**config.mk**
```make
export PLATFORM = sky130hd
export DESIGN_NAME = crc16_frame_receiver
export DESIGN_NICKNAME = d
export VERILOG_FILES = /design/src/hw/rtl/cfr_pkg.sv /design/src/hw/rtl/crc16_frame_receiver.sv /design/src/hw/rtl/cfr_core.sv
export SDC_FILE = /design/constraint.sdc
export NUM_CORES = 1
export LEC_CHECK = 0
export ABC_CLOCK_PERIOD_IN_PS = 7300
export BUFFER_PORTS_ARGS = -buffer_cell sky130_fd_sc_hd__buf_2
export CAP_MARGIN = 25
export CORE_ASPECT_RATIO = 1.2
export CORE_MARGIN = 2
export CORE_UTILIZATION = 40
export CTS_CLUSTER_DIAMETER = 80
export DETAILED_ROUTE_END_ITERATION = 16
export PLACE_DENSITY = 0.67
export RECOVER_POWER = 25
export SYNTH_ARGS = -nofsm -noshare
export SYNTH_HDL_FRONTEND = slang
export SYNTH_HIERARCHICAL = 1
export SYNTH_SLANG_ARGS = --single-unit
export TNS_END_PERCENT = 20
```
**constraint.sdc**
```tcl
create_clock -name i_clk -period 7.3 [get_ports i_clk]
set_clock_uncertainty 0.15 [all_clocks]
set_input_delay 1.46 -clock i_clk [delete_from_list [all_inputs] [get_ports i_clk]]
set_output_delay 1.46 -clock i_clk [all_outputs]
set_load 0.005 [all_outputs]
```
**src/hw/rtl/cfr_pkg.sv**
```systemverilog
package cfr_pkg;

    localparam int unsigned CFR_MAX_PAYLOAD = 1028;

    localparam int unsigned CFG_W   = 11;
    localparam int unsigned IDX_W   = 11;
    localparam int unsigned LEN_W   = 16;
    localparam int unsigned TDATA_W = 40;

    localparam logic [7:0]  SYNC_BYTE = 8'h4A;
    localparam logic [15:0] CRC_POLY  = 16'hA001;
    localparam logic [15:0] CRC_INIT  = 16'hFFFF;

    typedef enum logic [2:0] {
        PH_HUNT    = 3'd0,
        PH_CMD     = 3'd1,
        PH_LEN_LO  = 3'd2,
        PH_LEN_HI  = 3'd3,
        PH_PAYLOAD = 3'd4,
        PH_CRC_LO  = 3'd5,
        PH_CRC_HI  = 3'd6
    } t_phase;

    typedef enum logic [1:0] {
        KIND_PAYLOAD  = 2'd0,
        KIND_END_OK   = 2'd1,
        KIND_END_BAD  = 2'd2,
        KIND_LEN_BAD  = 2'd3
    } t_kind;

    typedef struct packed {
        logic             valid;
        t_kind            kind;
        logic [7:0]       command;
        logic [7:0]       data_byte;
        logic [IDX_W-1:0] payload_index;
        logic [IDX_W-1:0] frame_length;
    } t_result;

    function automatic logic [15:0] crc16_byte(input logic [15:0] crc_in, input logic [7:0] b);
        logic [15:0] crc;
        crc = crc_in ^ {8'h00, b};
        for (int i = 0; i < 8; i++) begin
            crc = crc[0] ? ((crc >> 1) ^ CRC_POLY) : (crc >> 1);
        end
        return crc;
    endfunction

endpackage

```
**src/hw/rtl/crc16_frame_receiver.sv**
```systemverilog
// Length-prefixed frame receiver with CRC-16/MODBUS check.
// Slave stream (s_axis_*): one received byte per transaction. Bytes are dropped
// until the sync byte 0x4A; then come command, 16-bit little-endian length,
// payload and a little-endian CRC over everything before it.
// Master stream (m_axis_*): zero or one result per input byte. tuser carries
// the kind (payload byte, frame ok, CRC mismatch, length too large); tdata
// carries command, data byte, payload index and announced length.
// Configuration channel (i_cfg_*): writes the largest accepted payload length;
// write it only while no byte is in flight.
// Throughput: one byte per cycle while no result waits on m_axis_tready, set by the
// CRC and parse step between the input register and the result register.
// Path: a byte is held in the input register, then its result in the result register.
// Reset: parser hunts for sync, CRC accumulator at 0xFFFF, limit at 1028.
// Stall: while a result waits on m_axis_tready, the byte in the input register
// holds; s_axis_tready drops only when both stages are full.
module crc16_frame_receiver #(
    parameter int unsigned MAX_PAYLOAD = cfr_pkg::CFR_MAX_PAYLOAD
) (
    input  logic                        i_clk,
    input  logic                        i_rst_n,
    input  logic                        s_axis_tvalid,
    output logic                        s_axis_tready,
    input  logic [7:0]                  s_axis_tdata,   // rx_byte[7:0]
    output logic                        m_axis_tvalid,
    input  logic                        m_axis_tready,
    // command[7:0], data_byte[15:8], payload_index[26:16], frame_length[37:27], zero[39:38]
    output logic [cfr_pkg::TDATA_W-1:0] m_axis_tdata,
    output logic [1:0]                  m_axis_tuser,   // kind[1:0]
    input  logic                        i_cfg_valid,
    output logic                        o_cfg_ready,
    input  logic [cfr_pkg::CFG_W-1:0]   i_cfg_data
);
    import cfr_pkg::*;

    logic             r_in_valid;
    logic [7:0]       r_in_byte;
    logic             r_out_valid;
    t_result          r_out;
    logic [CFG_W-1:0] r_max_payload;
    logic             advance;
    logic             step;
    t_result          core_result;

    assign advance       = !r_out_valid || m_axis_tready;
    assign step          = r_in_valid && advance;
    assign s_axis_tready = !r_in_valid || advance;
    assign o_cfg_ready   = 1'b1;

    cfr_core #(
        .MAX_PAYLOAD (MAX_PAYLOAD)
    ) u_core (
        .i_clk         (i_clk),
        .i_rst_n       (i_rst_n),
        .i_step        (step),
        .i_byte        (r_in_byte),
        .i_max_payload (r_max_payload),
        .o_result      (core_result)
    );

    always_ff @(posedge i_clk) begin
        if (!i_rst_n) begin
            r_max_payload <= CFG_W'(CFR_MAX_PAYLOAD);
        end else if (i_cfg_valid) begin
            r_max_payload <= i_cfg_data;
        end
    end

    always_ff @(posedge i_clk) begin
        if (!i_rst_n) begin
            r_in_valid <= 1'b0;
        end else if (s_axis_tready) begin
            r_in_valid <= s_axis_tvalid;
        end
    end

    always_ff @(posedge i_clk) begin
        if (s_axis_tready) begin
            r_in_byte <= s_axis_tdata;
        end
    end

    always_ff @(posedge i_clk) begin
        if (!i_rst_n) begin
            r_out_valid <= 1'b0;
        end else if (advance) begin
            r_out_valid <= step && core_result.valid;
        end
    end

    always_ff @(posedge i_clk) begin
        if (advance) begin
            r_out <= core_result;
        end
    end

    assign m_axis_tvalid = r_out_valid;
    assign m_axis_tuser  = r_out.kind;
    assign m_axis_tdata  = {2'b00, r_out.frame_length, r_out.payload_index,
                            r_out.data_byte, r_out.command};

endmodule

```
**src/hw/rtl/cfr_core.sv**
```systemverilog
module cfr_core #(
    parameter int unsigned MAX_PAYLOAD = cfr_pkg::CFR_MAX_PAYLOAD
) (
    input  logic                   i_clk,
    input  logic                   i_rst_n,
    input  logic                   i_step,
    input  logic [7:0]             i_byte,
    input  logic [cfr_pkg::CFG_W-1:0] i_max_payload,
    output cfr_pkg::t_result       o_result
);
    import cfr_pkg::*;

    localparam logic [LEN_W-1:0] MaxLen = LEN_W'(MAX_PAYLOAD);

    t_phase           r_phase, n_phase;
    logic [7:0]       r_cmd, n_cmd;
    logic [IDX_W-1:0] r_len, n_len;
    logic [IDX_W-1:0] r_count, n_count;
    logic [15:0]      r_crc, n_crc;
    logic [7:0]       r_crc_lo, n_crc_lo;

    logic [LEN_W-1:0] len_full;
    logic [LEN_W-1:0] len_sat;
    logic [LEN_W-1:0] limit;
    logic             len_bad;
    logic [IDX_W-1:0] count_inc;
    logic [15:0]      crc_upd;
    logic [15:0]      crc_got;

    assign len_full  = {i_byte, r_len[7:0]};
    assign len_sat   = (len_full < MaxLen) ? len_full : MaxLen;
    assign limit     = ({{(LEN_W-CFG_W){1'b0}}, i_max_payload} < MaxLen)
                     ? {{(LEN_W-CFG_W){1'b0}}, i_max_payload} : MaxLen;
    assign len_bad   = len_full > limit;
    assign count_inc = r_count + IDX_W'(1);
    assign crc_upd   = crc16_byte((r_phase == PH_HUNT) ? CRC_INIT : r_crc, i_byte);
    assign crc_got   = {i_byte, r_crc_lo};

    always_comb begin
        n_phase = r_phase;
        if (i_step) begin
            unique case (r_phase)
                PH_HUNT:    n_phase = (i_byte == SYNC_BYTE) ? PH_CMD : PH_HUNT;
                PH_CMD:     n_phase = PH_LEN_LO;
                PH_LEN_LO:  n_phase = PH_LEN_HI;
                PH_LEN_HI: begin
                    if (len_bad) begin
                        n_phase = PH_HUNT;
                    end else if (len_full[IDX_W-1:0] == '0) begin
                        n_phase = PH_CRC_LO;
                    end else begin
                        n_phase = PH_PAYLOAD;
                    end
                end
                PH_PAYLOAD: n_phase = (count_inc >= r_len) ? PH_CRC_LO : PH_PAYLOAD;
                PH_CRC_LO:  n_phase = PH_CRC_HI;
                PH_CRC_HI:  n_phase = PH_HUNT;
                default:    n_phase = PH_HUNT;
            endcase
        end
    end

    always_comb begin
        n_cmd    = r_cmd;
        n_len    = r_len;
        n_count  = r_count;
        n_crc    = r_crc;
        n_crc_lo = r_crc_lo;
        o_result = '{valid: 1'b0, kind: KIND_PAYLOAD, command: r_cmd, data_byte: 8'h00,
                     payload_index: '0, frame_length: r_len};
        if (i_step) begin
            unique case (r_phase)
                PH_HUNT: begin
                    if (i_byte == SYNC_BYTE) begin
                        n_crc = crc_upd;
                    end
                end
                PH_CMD: begin
                    n_cmd = i_byte;
                    n_crc = crc_upd;
                end
                PH_LEN_LO: begin
                    n_len = {{(IDX_W-8){1'b0}}, i_byte};
                    n_crc = crc_upd;
                end
                PH_LEN_HI: begin
                    n_crc = crc_upd;
                    if (len_bad) begin
                        n_len = len_sat[IDX_W-1:0];
                        o_result.valid        = 1'b1;
                        o_result.kind         = KIND_LEN_BAD;
                        o_result.frame_length = len_sat[IDX_W-1:0];
                    end else begin
                        n_len   = len_full[IDX_W-1:0];
                        n_count = '0;
                    end
                end
                PH_PAYLOAD: begin
                    n_crc   = crc_upd;
                    n_count = count_inc;
                    o_result.valid         = 1'b1;
                    o_result.kind          = KIND_PAYLOAD;
                    o_result.data_byte     = i_byte;
                    o_result.payload_index = r_count;
                end
                PH_CRC_LO: begin
                    n_crc_lo = i_byte;
                end
                PH_CRC_HI: begin
                    o_result.valid = 1'b1;
                    o_result.kind  = (crc_got == r_crc) ? KIND_END_OK : KIND_END_BAD;
                end
                default: begin
                end
            endcase
        end
    end

    always_ff @(posedge i_clk) begin
        if (!i_rst_n) begin
            r_phase  <= PH_HUNT;
            r_cmd    <= '0;
            r_len    <= '0;
            r_count  <= '0;
            r_crc    <= CRC_INIT;
            r_crc_lo <= '0;
        end else begin
            r_phase  <= n_phase;
            r_cmd    <= n_cmd;
            r_len    <= n_len;
            r_count  <= n_count;
            r_crc    <= n_crc;
            r_crc_lo <= n_crc_lo;
        end
    end

endmodule
```
==> metrics.md <==
| Metric | Value |
|---|---|
| Post-synth EDFFs | 48 |
| Wirelength per Cell | 16.3 microns |
| Synthesized flop and latch total | 118 |
| Post-route setup TNS | 0 ns |
| Htree depth | 4 |
| Area leader, netlist | edfxtp_1 |
| P_leak | about 2.8 nW |
| Fin area | 0.00686 sq mm |
| Hold path start | u_core/r_cmd[7] |
| Nets | just under 700 |
| Worst Setup SP | m_axis_tready |
| Max-cap violations | 0 |
| Setup WS post-layout | approximately 2.7 ns |
| Status | complete, no violations |
| # rows | 48 |
| Vias | about 4.5k |
| Initial cell density of the core | about two fifths |
| CTS tree | done |
| Clk buf depth | 2 |
| First-pass DRT Iterations | 5 |
| VDD IR max | 0.123 mV |
| DRT antenna net count | 0 |
| Most common cell in the netlist | nand2_1 |
| Share of post-route cells with drive strength above 1 | approximately 17% |
| Grt ovf | 0 |
| DP Area | 0.00625 sq mm |
| Clock transition at path regs | 0.05 ns |
| Normalized max-slew margin | 1.47% |
| CTS Buf Count | 17 |
| Slowest-stage cell, CP | and2_1 |
| Post-CTS resize count | 0 |
| Synth top area share | between 20% and 30% |
| Crit path capture type | flip-flop |
| Total Wirelength | 13400 microns |
| CP required | 7.49 ns |
| Crit path cell chain | buf_2, nand2b_1, buf_12, and2_1, nor2b_1, buf_4, and2_1, nor3b_1, o21ai_0, a31oi_1 |
| Register area share after synthesis | 48.3% |
| Total track usage | between 10% and 20% |
| Synth async-reset ratio | 0% |
| Core ar. | 0.0144 sq mm |
| Die Wd | 115 microns |
| Period utilization | between 60 and 70% |
| Critical path fanouts, max | 33 |
| Syn avg cell area | 9.96 sq um |
| Max frequency | 0.217 GHz |
| Startpoint class of the critical path | input port |
| List of most frequent post-synthesis cells | nand2_1, dfxtp_1, edfxtp_1 |
| DRC Markers | 0 |
| Count of pins over their slew limit | 0 |
| RR Startpoint | m_axis_tvalid |
| Largest net degree at the start of global routing | 43 |
| Hold buffers post-CTS | 0 |
| Pre-CTS setup slack | approximately 2.2 ns |
| Clock insertion delay at the later pin of the skew report | 0.41 ns |
| CP Class | in -> reg |
| Distinct cells, synth | 58 |
| WP data arrival | 4.80 ns |
| Syn Inst Count | 591 |
| I/O pin cnt | 69 |
| Final setup fails | 0 |
| Die Ht | 137 microns |
| Dpl hpwl | between 9000 and 10000 microns |
| Total power | about 1.6 mW |
| Initial antenna violation count | 0 |
| CP most frequent cell | and2_1 |
| Worst-Margin Slew | 1.48 ns |
| Antenna cells | 0 |
| Via density | ~5.4 |
| First-pass GRT wire length | 21500 microns |
| Final Hold Viols | 0 |
| Root Driver | clkbuf_16 |
| # Post-CTS Setup Buffers | 0 |
| Reg2Reg Setup Slack | 3.53 ns |
| Synth top area cells | edfxtp_1, dfxtp_1, nand2_1 |
| CTS sink cnt | 118 |
| RSZ-0062 raised after global routing | no |
| Die area | 0.0157 sq mm |
| Synth Warn # | 6 |
| Power per cell area | 233 mW/mm^2 |
| Tmin final | between 4 and 5 ns |
| Synth Flop Type | dfxtp_1 |
| IO Port Bufs | 65 |
| HP Class | reg -> reg |
| Vias in the first global route | 4377 |
| Hold Worst Slack | 0.280 ns |
| Cell area after synthesis | about 0.006 sq mm |
| RD Place Congestion | 0.843 |
| Max incr delay on CP | 0.81 ns |
| DRT iter0 DRCs | 341 |
| Area growth, synth to finish | 16.6% |
## registers in the layout, indices dropped and copies added (netlist names)
name	count
u_core/r_phase	3
u_core/r_count	11
m_axis_tuser	2
r_max_payload	11
r_in_byte	8
m_axis_tdata	38
m_axis_tvalid	1
u_core/r_len	11
u_core/r_crc	16
u_core/r_crc_lo	8
r_in_valid	1
u_core/r_cmd	8
## layout make-up
type | count | area, sq um
Fill cell | 1346 | 7550
Clock buffer | 18 | 439
Multi-Input combinational cell | 415 | 2790
Sequential cell | 118 | 2840
Timing Repair Buffer | 68 | 359
Inverter | 15 | 56.3
Tap cell | 175 | 219
Clock inverter | 14 | 159
## worst max-delay path, delay by kind of cell
family	cells	cell delay, ns
AOI/OAI and AO/OA	2	0.32
buffers and inverters	3	0.61
and+or+nand+nor	5	2.39
## cells by family after synthesis
| family | synth area share, % |
|---|---|
| compound gates | 14.5 |
| xor+xnor | 9.36 |
| fa+ha+maj | 4.89 |
| buf+inv | 4.46 |
| flops | 48.3 |
| mux | 2.40 |
| other cells | 0.128 |
| simple gates | 15.9 |
## placed cells by master, fill, tap and decap left out, types with 17 or more instances in the layout
master,instances
edfxtp_1,48
nand2_1,83
xnor2_1,30
a21oi_1,46
nor2_1,20
xor2_1,25
clkbuf_16,17
buf_2,64
and3_1,22
nor2b_1,17
ha_1,23
dfxtp_1,70
## layer usage
layer	global-route usage [%]	share of wire, %	vias to the layer above
li1	-	-	2180
met1	22.1	43	2117
met2	29.0	49	150
met3	4.25	5.7	26
met4	9.04	2.0	0
met5	0	0	-
## path summary, 6_finish.rpt
check,to,cells past startpoint
min,m_axis_tdata[7],0
max,u_core/r_count[6],10
min reg2reg,m_axis_tdata[7],0
max reg2reg,u_core/r_count[6],9
## where the power goes
part	leakage (nW)	internal (mW)	switching, mW
combinational	1.40	0.0313	0.0341
clock	0.289	0.541	0.291
sequential	1.15	0.689	0.0150
## metrics by stage
stage	util [%]	std cells
6_report	47.6	823
5_1_grt	47.6	823
4_1_cts	47.5	822
3_5_place_dp	43.4	790
3_3_place_gp	43.4	790
2_1_floorplan	-	592
No activity file was read; power rests on OpenSTA's default activity.
